===== src/hw/rtl/pt64_pkg.sv =====
// ----------------------------------------------------------------------------
// pt64_pkg
// Shared constants, types and the witness table of the primality tester.
// ----------------------------------------------------------------------------
package pt64_pkg;

  localparam int NUM_BITS_DEF = 64;
  localparam int NUM_WIT = 12;
  localparam int WIT_W = 6;
  localparam int WIDX_W = 4;

  typedef enum logic [3:0] {
    ST_IDLE,
    ST_SPLIT,
    ST_WIT,
    ST_RED,
    ST_POW_SQ,
    ST_POW_MUL,
    ST_CHECK,
    ST_SQ,
    ST_SQ_CHK,
    ST_DONE
  } state_t;

  typedef struct packed {
    logic start;
    logic busy;
  } mm_ctl_t;

  function automatic logic [WIT_W-1:0] witness(input logic [WIDX_W-1:0] k);
    case (k)
      4'd0:    witness = 6'd2;
      4'd1:    witness = 6'd3;
      4'd2:    witness = 6'd5;
      4'd3:    witness = 6'd7;
      4'd4:    witness = 6'd11;
      4'd5:    witness = 6'd13;
      4'd6:    witness = 6'd17;
      4'd7:    witness = 6'd19;
      4'd8:    witness = 6'd23;
      4'd9:    witness = 6'd29;
      4'd10:   witness = 6'd31;
      4'd11:   witness = 6'd37;
      default: witness = 6'd2;
    endcase
  endfunction

endpackage


===== src/hw/rtl/pt64_mulmod.sv =====
// ----------------------------------------------------------------------------
// pt64_mulmod
// Bit-serial modular multiplier: one bit of b per cycle, double and add mod n.
// ----------------------------------------------------------------------------
module pt64_mulmod #(
  parameter int NUM_BITS = pt64_pkg::NUM_BITS_DEF
) (
  input  logic                clk,
  input  logic                rst,
  input  logic                start,
  input  logic [NUM_BITS-1:0] a,
  input  logic [NUM_BITS-1:0] b,
  input  logic [NUM_BITS-1:0] n,
  output pt64_pkg::mm_ctl_t   ctl,
  output logic [NUM_BITS-1:0] prod
);
  localparam int CNT_W = $clog2(NUM_BITS + 1);

  logic [NUM_BITS-1:0] acc, acc_next, bsh, av;
  logic [CNT_W-1:0]    cnt;
  logic                busy;
  logic [NUM_BITS:0]   dbl, dred, sum;
  logic [NUM_BITS-1:0] dv;

  // Double, reduce, then conditionally add and reduce.
  always_comb begin
    dbl  = {acc, 1'b0};
    dred = (dbl >= {1'b0, n}) ? dbl - {1'b0, n} : dbl;
    dv   = dred[NUM_BITS-1:0];
    sum  = {1'b0, dv} + {1'b0, av};
    if (bsh[NUM_BITS-1]) begin
      acc_next = (sum >= {1'b0, n}) ? NUM_BITS'(sum - {1'b0, n}) : sum[NUM_BITS-1:0];
    end else begin
      acc_next = dv;
    end
  end

  always_ff @(posedge clk) begin
    if (rst) begin
      busy <= 1'b0;
      cnt  <= '0;
    end else if (start) begin
      busy <= 1'b1;
      cnt  <= CNT_W'(NUM_BITS);
      acc  <= '0;
      bsh  <= b;
      av   <= a;
    end else if (busy) begin
      acc <= acc_next;
      bsh <= {bsh[NUM_BITS-2:0], 1'b0};
      cnt <= cnt - 1'b1;
      if (cnt == CNT_W'(1)) begin
        busy <= 1'b0;
      end
    end
  end

  assign prod      = acc;
  assign ctl.start = start;
  assign ctl.busy  = busy;

  assert property (@(posedge clk) disable iff (rst) busy |-> acc < n || n == '0)
    else $error("accumulator left its residue range");
  assert property (@(posedge clk) disable iff (rst) start |=> busy)
    else $error("multiplier did not start");
  assert property (@(posedge clk) disable iff (rst) busy && cnt == CNT_W'(1) |=> !busy)
    else $error("multiplier ran past its last bit");
endmodule


===== src/hw/rtl/primality_test_64bit.sv =====
// ----------------------------------------------------------------------------
// primality_test_64bit
// Deterministic Miller-Rabin test of one candidate word with witnesses 2..37.
// ----------------------------------------------------------------------------
// Each modular product runs in the bit-serial multiplier (start, one serial step
// per bit of b, capture); a witness needs at most about 2*NUM_BITS products for
// a^d and the squarings after it; small or even words finish far sooner.
// One word is in flight at a time; the result word is held until taken.
// Synchronous active-high reset returns the sequencer to idle, outputs empty.
module primality_test_64bit #(
  parameter int NUM_BITS = pt64_pkg::NUM_BITS_DEF
) (
  input  logic        clk,
  input  logic        rst,
  input  logic        in_valid,
  output logic        in_ready,
  input  logic [63:0] candidate,
  output logic        out_valid,
  input  logic        out_ready,
  output logic        is_prime
);
  localparam int R_W = $clog2(NUM_BITS + 1);

  pt64_pkg::state_t st, st_next;

  // Working registers: n, odd part d, exponent shift copy, base, accumulator.
  logic [NUM_BITS-1:0] n, d, e, base, x, nm1;
  logic [R_W-1:0]      r, i;
  logic [pt64_pkg::WIDX_W-1:0] k;
  logic [NUM_BITS-1:0] m_a, m_b, prod;
  logic                m_start, m_go, m_go_next, mm_done, verdict;
  pt64_pkg::mm_ctl_t   mctl;
  logic [pt64_pkg::WIT_W-1:0] wv;
  logic [NUM_BITS-1:0] wext;

  assign nm1  = n - 1'b1;
  assign wv   = pt64_pkg::witness(k);
  assign wext = NUM_BITS'(wv);
  assign in_ready = (st == pt64_pkg::ST_IDLE) && !out_valid;

  pt64_mulmod #(.NUM_BITS(NUM_BITS)) u_mm (
    .clk(clk), .rst(rst), .start(m_start), .a(m_a), .b(m_b), .n(n),
    .ctl(mctl), .prod(prod)
  );

  // The multiplier is started once on entry to a product state; m_go marks that.
  assign m_start = m_go && !mctl.busy;
  // A product is ready once the start pulse is gone and the multiplier is idle.
  assign mm_done = !m_go && !mctl.busy;

  always_comb begin
    st_next = st;
    m_a = x;
    m_b = x;
    case (st)
      pt64_pkg::ST_POW_MUL: begin
        m_a = x;
        m_b = base;
      end
      pt64_pkg::ST_POW_SQ: begin
        m_a = base;
        m_b = base;
      end
      default: begin
        m_a = x;
        m_b = x;
      end
    endcase
    case (st)
      pt64_pkg::ST_IDLE: begin
        if (in_valid && in_ready) st_next = pt64_pkg::ST_SPLIT;
      end
      pt64_pkg::ST_SPLIT: begin
        if (n < NUM_BITS'(2)) begin
          st_next = pt64_pkg::ST_DONE;
        end else if (d == '0 || d[0]) begin
          st_next = pt64_pkg::ST_WIT;
        end
      end
      pt64_pkg::ST_WIT: begin
        if (k == pt64_pkg::WIDX_W'(pt64_pkg::NUM_WIT) || n == wext) begin
          st_next = pt64_pkg::ST_DONE;
        end else begin
          st_next = pt64_pkg::ST_RED;
        end
      end
      pt64_pkg::ST_RED: begin
        if (base < n) st_next = d[0] ? pt64_pkg::ST_POW_MUL : pt64_pkg::ST_POW_SQ;
      end
      pt64_pkg::ST_POW_MUL: begin
        if (mm_done) st_next = pt64_pkg::ST_POW_SQ;
      end
      pt64_pkg::ST_POW_SQ: begin
        if (mm_done) begin
          if (e[NUM_BITS-1:1] == '0) begin
            st_next = pt64_pkg::ST_CHECK;
          end else begin
            st_next = e[1] ? pt64_pkg::ST_POW_MUL : pt64_pkg::ST_POW_SQ;
          end
        end
      end
      pt64_pkg::ST_CHECK: begin
        if (x == NUM_BITS'(1) || x == nm1) begin
          st_next = pt64_pkg::ST_WIT;
        end else if (r <= R_W'(1)) begin
          st_next = pt64_pkg::ST_DONE;
        end else begin
          st_next = pt64_pkg::ST_SQ;
        end
      end
      pt64_pkg::ST_SQ: begin
        if (mm_done) st_next = pt64_pkg::ST_SQ_CHK;
      end
      pt64_pkg::ST_SQ_CHK: begin
        if (x == nm1) begin
          st_next = pt64_pkg::ST_WIT;
        end else if (i >= r) begin
          st_next = pt64_pkg::ST_DONE;
        end else begin
          st_next = pt64_pkg::ST_SQ;
        end
      end
      pt64_pkg::ST_DONE: st_next = pt64_pkg::ST_IDLE;
      default: st_next = pt64_pkg::ST_IDLE;
    endcase
    // A new product starts whenever a product state is entered or re-entered.
    m_go_next = (st_next inside {pt64_pkg::ST_POW_MUL, pt64_pkg::ST_POW_SQ,
                                 pt64_pkg::ST_SQ}) && (st_next != st || mm_done);
  end

  always_ff @(posedge clk) begin
    if (rst) begin
      st        <= pt64_pkg::ST_IDLE;
      out_valid <= 1'b0;
      m_go      <= 1'b0;
    end else begin
      st   <= st_next;
      m_go <= m_go_next;
      if (st == pt64_pkg::ST_DONE) begin
        out_valid <= 1'b1;
      end else if (out_ready) begin
        out_valid <= 1'b0;
      end
    end
  end

  always_ff @(posedge clk) begin
    case (st)
      pt64_pkg::ST_IDLE: begin
        if (in_valid && in_ready) begin
          n <= candidate[NUM_BITS-1:0];
          d <= candidate[NUM_BITS-1:0] - 1'b1;
          r <= '0;
          k <= '0;
        end
      end
      pt64_pkg::ST_SPLIT: begin
        // Strip one factor of two per cycle from n-1.
        if (n < NUM_BITS'(2)) begin
          verdict <= 1'b0;
        end else if (d != '0 && !d[0]) begin
          d <= d >> 1;
          r <= r + 1'b1;
        end
      end
      pt64_pkg::ST_WIT: begin
        if (k == pt64_pkg::WIDX_W'(pt64_pkg::NUM_WIT) || n == wext) begin
          verdict <= 1'b1;
        end else begin
          base <= wext;
        end
      end
      pt64_pkg::ST_RED: begin
        // The witness is below 64, so a few subtractions reduce it mod n.
        if (base >= n) begin
          base <= base - n;
        end else begin
          x <= (n == NUM_BITS'(1)) ? '0 : NUM_BITS'(1);
          e <= d;
        end
      end
      pt64_pkg::ST_POW_MUL: begin
        if (mm_done) x <= prod;
      end
      pt64_pkg::ST_POW_SQ: begin
        if (mm_done) begin
          base <= prod;
          e <= e >> 1;
        end
      end
      pt64_pkg::ST_CHECK: begin
        i <= R_W'(1);
        if (x == NUM_BITS'(1) || x == nm1) begin
          k <= k + 1'b1;
        end else if (r <= R_W'(1)) begin
          verdict <= 1'b0;
        end
      end
      pt64_pkg::ST_SQ: begin
        if (mm_done) begin
          x <= prod;
          i <= i + 1'b1;
        end
      end
      pt64_pkg::ST_SQ_CHK: begin
        if (x == nm1) begin
          k <= k + 1'b1;
        end else if (i >= r) begin
          verdict <= 1'b0;
        end
      end
      pt64_pkg::ST_DONE: begin
        is_prime <= verdict;
      end
      default: begin
        verdict <= verdict;
      end
    endcase
  end

  assert property (@(posedge clk) disable iff (rst) in_valid && in_ready |=> !out_valid)
    else $error("result shown while a word was just taken");
  assert property (@(posedge clk) disable iff (rst) out_valid && !out_ready |=> out_valid)
    else $error("result word dropped before it was taken");
  assert property (@(posedge clk) disable iff (rst)
      st == pt64_pkg::ST_DONE |=> out_valid && st == pt64_pkg::ST_IDLE)
    else $error("finished test did not post its result");
endmodule


===== config.mk =====
export PLATFORM = sky130hd
export DESIGN_NAME = primality_test_64bit
export DESIGN_NICKNAME = d
export VERILOG_FILES = /design/src/hw/rtl/pt64_pkg.sv /design/src/hw/rtl/pt64_mulmod.sv /design/src/hw/rtl/primality_test_64bit.sv
export SDC_FILE = /design/constraint.sdc
export NUM_CORES = 2
export LEC_CHECK = 0
export BUFFER_PORTS_ARGS = -buffer_cell sky130_fd_sc_hd__buf_2
export CAP_MARGIN = 30
export CELL_PAD_IN_SITES_DETAIL_PLACEMENT = 2
export CELL_PAD_IN_SITES_GLOBAL_PLACEMENT = 2
export CORE_MARGIN = 2
export CORE_UTILIZATION = 42
export DETAILED_ROUTE_END_ITERATION = 8
export GPL_ROUTABILITY_DRIVEN = 0
export GPL_TIMING_DRIVEN = 1
export PLACE_DENSITY = 0.9
export SYNTH_ARGS = -nofsm -noshare
export SYNTH_HDL_FRONTEND = slang
export SYNTH_SLANG_ARGS = --single-unit

===== constraint.sdc =====
create_clock -name clk -period 12.6 [get_ports clk]
set_clock_uncertainty 0.2 [all_clocks]
set_input_delay 2.52 -clock clk [delete_from_list [all_inputs] [get_ports clk]]
set_output_delay 2.52 -clock clk [all_outputs]
set_load 0.05 [all_outputs]

==> impl_metrics.env <==
export IMPL_internal_power_mw=4.903
export IMPL_combPwrFrac_pct=50.0
export IMPL_required_ps=12850
export IMPL_gr_total_overflow=0
export IMPL_ys_flop_type="edfxtp_1"
export IMPL_fin_nets=5089
export IMPL_cp_max_fo=25
export IMPL_yosysUniqueCellTypes=81
export IMPL_drtIter0Drc=7937
export IMPL_max_freq_mhz=77.20
export IMPL_cts_hold_buf=0
export IMPL_grt_max_degree=115
export IMPL_fin_area_mm2=0.04787
export IMPL_ys_ff_latch=551
export IMPL_cts_buffers_inserted=67
export IMPL_hpwl_um=155800
export IMPL_routedWlPerCell_um=43.35
export IMPL_power_per_cell_area_mw_per_mm2=195.8
export IMPL_clk_latency_ps=710
export IMPL_area_delta_synth_final_pct=9.806
export IMPL_placed_area_mm2=0.04530
export IMPL_vias=48834
export IMPL_critPathKind="flip-flop to flip-flop"
export IMPL_start_kind="flip-flop"
export IMPL_cts_htree_levels=3
export IMPL_cts_sinks=551
export IMPL_ir_worst_vdd_mv=0.1518
export IMPL_slew_viol_final=7
export IMPL_final_hold_viol_count=0
export IMPL_dieWidth_um=326.2
export IMPL_dieArea_mm2=0.1064
export IMPL_finalSetupViolations=55
export IMPL_end_kind="flip-flop"
export IMPL_antenna_found_initial=34
export IMPL_max_slew_margin_pct=-23.97
export IMPL_postSynth_asyncResetShare_pct=0
export IMPL_seq_power_share_pct=26.7
export IMPL_clk_pin_slew_ps=70
export IMPL_root_buffer="clkbuf_16"
export IMPL_yosys_warnings=0
export IMPL_synth_area_mm2=0.04360
export IMPL_holdWs_ps=288.0
export IMPL_totalWireLength_um=268800
export IMPL_holdCritPathClass="flip-flop to flip-flop"
export IMPL_crit_slowest_cell="edfxtp_1"
export IMPL_rows=118
export IMPL_drv_cap=3
export IMPL_outcome="finished, violations left"
export IMPL_violations="capacitance limit, slew limit, setup timing"
export IMPL_drt_pass1_iterations=9
export IMPL_clockPowerShare_pct=23.3
export IMPL_sw_frac_of_total_pct=47.68
export IMPL_netSwitchingPower_mw=4.469
export IMPL_critPathMaxStageDelay_ps=660
export IMPL_ant_nets=0
export IMPL_cts_tree="built"
export IMPL_grt_pass1_wl_um=339400
export IMPL_placement_io_buffers=70
export IMPL_clockBufferDepth=3
export IMPL_first_global_vias=47476
export IMPL_drcViolationCount=0
export IMPL_post_route_period_util_pct=102.8
export IMPL_grt_util_all_layers_pct=42.62
export IMPL_drive_above_1_share_pct=9.476
export IMPL_min_period_ps=12950
export IMPL_hold_path_depth=0
export IMPL_arrival_ps=13200
export IMPL_rsz0062_at_grt="yes"
export IMPL_fill_cells=10688
export IMPL_synth_cells=4760
export IMPL_seq_area_frac_synth_pct=37.49
export IMPL_syn_nets=5109
export IMPL_synth_edf_count=531
export IMPL_vias_per_cell=7.875
export IMPL_io_pins=71
export IMPL_start_util_pct=42.25
export IMPL_p_total_mw=9.371
export IMPL_syn_avg_cell_area_um2=9.159
export IMPL_core_mm2=0.1032
export IMPL_dieHeight_um=326.2
export IMPL_finalWorstSetupSlack_ps=-353.8
export IMPL_tightestPinTransition_ps=1836
export IMPL_dpl_worst_slack_ps=668.1
export IMPL_power_leakage_nw=17.89
export IMPL_ff2ff_path_depth=39
-- layout make-up --
class | count | area, um^2 | area share [%]
well taps | 1380 | 1727 | 3.607
diodes | 30 | 75.07 | 0.1568
inverters | 181 | 679.4 | 1.419
multi-input cells | 3803 | 25890 | 54.09
flip-flops and latches | 551 | 16350 | 34.15
clock inverters | 39 | 399.1 | 0.8337
repair buffers | 136 | 958.4 | 2.002
clock buffers | 81 | 1793 | 3.745
-- final timing paths --
path | from | to | slack (ps)
max | n[2] | u_mm.prod[60] | -350
min | verdict | is_prime | 290
max reg2reg | n[2] | u_mm.prod[60] | -350
min reg2reg | verdict | is_prime | 290
-- synth_stat cells, drive strengths merged, types with 16 or more instances --
library cell	number	area, um^2
mux2	143	1610
nand3	94	475.5
o21bai	59	442.9
nand2b	46	287.8
a21boi	18	135.1
inv	181	679.4
dfxtp	20	400.4
clkbuf	214	803.3
xnor2	246	2155
o21ai	410	2052
and3	101	631.9
a31oi	44	275.3
o211a	43	430.4
a211oi	41	307.8
a21oi	342	1712
mux2i	80	800.8
o21a	22	165.2
nor2	260	975.9
edfxtp	531	15950
a21o	160	1201
and2	24	150.1
xor2	143	1252
nand4	114	719.4
or3	28	180.2
or2	16	100.1
nor2b	47	294.0
o211ai	55	412.9
nor3	104	520.5
or4	30	232.7
ha	277	3466
o31ai	21	157.7
nor4	114	744.5
nand2	507	1903
-- flip-flops by register name, indices dropped and copies added, names as in the netlist, 4 cells and up --
name and flops:
n 64, x 64, wv 6, st 4, u_mm.prod 64, i 7, k 4, base 64
r 7, u_mm.bsh 64, u_mm.av 64, d 64, u_mm.cnt 7, e 63
-- power groups by stage --
stage / Clock [mW] / Sequential [mW] / Combinational, mW
5_1_grt: 2.18 / 2.49 / 4.82
4_1_cts: 2.07 / 2.45 / 4.24
2_1_floorplan: 0 / 2.37 / 2.77
6_report: 2.19 / 2.50 / 4.68
3_3_place_gp: 0 / 2.45 / 3.76
3_5_place_dp: 0 / 2.47 / 4.03
-- layer usage --
| layer | track usage (%) | share of wire (%) | vias to the layer above | wire length (um) |
|---|---|---|---|---|
| met5 | 0 | 0.14 | - | 369 |
| met2 | 66.02 | 42 | 5198 | 112000 |
| met4 | 28.88 | 11 | 40 | 28460 |
| met3 | 10.46 | 15 | 2043 | 39610 |
| met1 | 52.45 | 33 | 23689 | 88420 |
| li1 | - | - | 17864 | - |
-- kinds of logic (layout without fill, tap and decap cells) --
group                    Yosys count  count (layout)  synth area share, %
AND/OR/NAND/NOR                 1535            1536                17.52
multiplexers                     223             223                5.530
AO/OA/AOI/OAI                   1373            1374                19.97
other                              0              30                    0
buffers and inverters            408             437                3.541
flip-flops                       551             551                37.49
XOR/XNOR                         389             389                7.815
adder cells (fa/ha/maj)          281             281                8.133
-- cell usage in the layout, fill, tap and decap left out, drive strengths merged, types with 16 or more instances in the layout --
cell / Yosys / final
a21o: 160 / 160
o31ai: 21 / 21
ha: 277 / 277
or3: 28 / 28
nor2b: 47 / 47
clkbuf: 214 / 81
mux2i: 80 / 80
and2: 24 / 24
dfxtp: 20 / 20
diode: 0 / 30
edfxtp: 531 / 531
nor4: 114 / 114
a21boi: 18 / 18
and3: 101 / 101
o211ai: 55 / 55
a21oi: 342 / 342
xnor2: 246 / 246
buf: 13 / 136
o21ai: 410 / 410
or2: 16 / 16
nor3: 104 / 104
mux2: 143 / 143
nand2: 507 / 507
or4: 30 / 30
a31oi: 44 / 44
clkinv: 0 / 25
nand2b: 46 / 46
nand3: 94 / 94
a211oi: 41 / 41
nand4: 114 / 114
o21a: 22 / 22
o21bai: 59 / 59
o211a: 43 / 44
xor2: 143 / 143
inv: 181 / 185
nor2: 260 / 261
-- worst max-delay path: cells and delay by family, from the launching register on --
kind / cells / cell delay (ps)
flip-flops: 1 / 660
buffers and inverters: 5 / 1420
adder cells (fa/ha/maj): 3 / 1530
AND/OR/NAND/NOR: 11 / 2540
AO/OA/AOI/OAI: 19 / 6090
XOR/XNOR: 1 / 170
-- metrics by stage --
step	utilization, %	instances	setup TNS [ps]
final	46.39	6201	-8605
after global routing	46.34	6181	-10390
after CTS	46.02	6151	0
after detailed placement	43.90	6031	0
after global placement	43.85	6026	0
after floorplan	-	4760	0
-- what timing repair did --
item / 4_1_cts / 5_1_grt
setup buffers: 0 / 11
resized for setup: 0 / 16
endpoints found under the setup margin: 0 / 64
No activity file was read; power rests on OpenSTA's default activity.
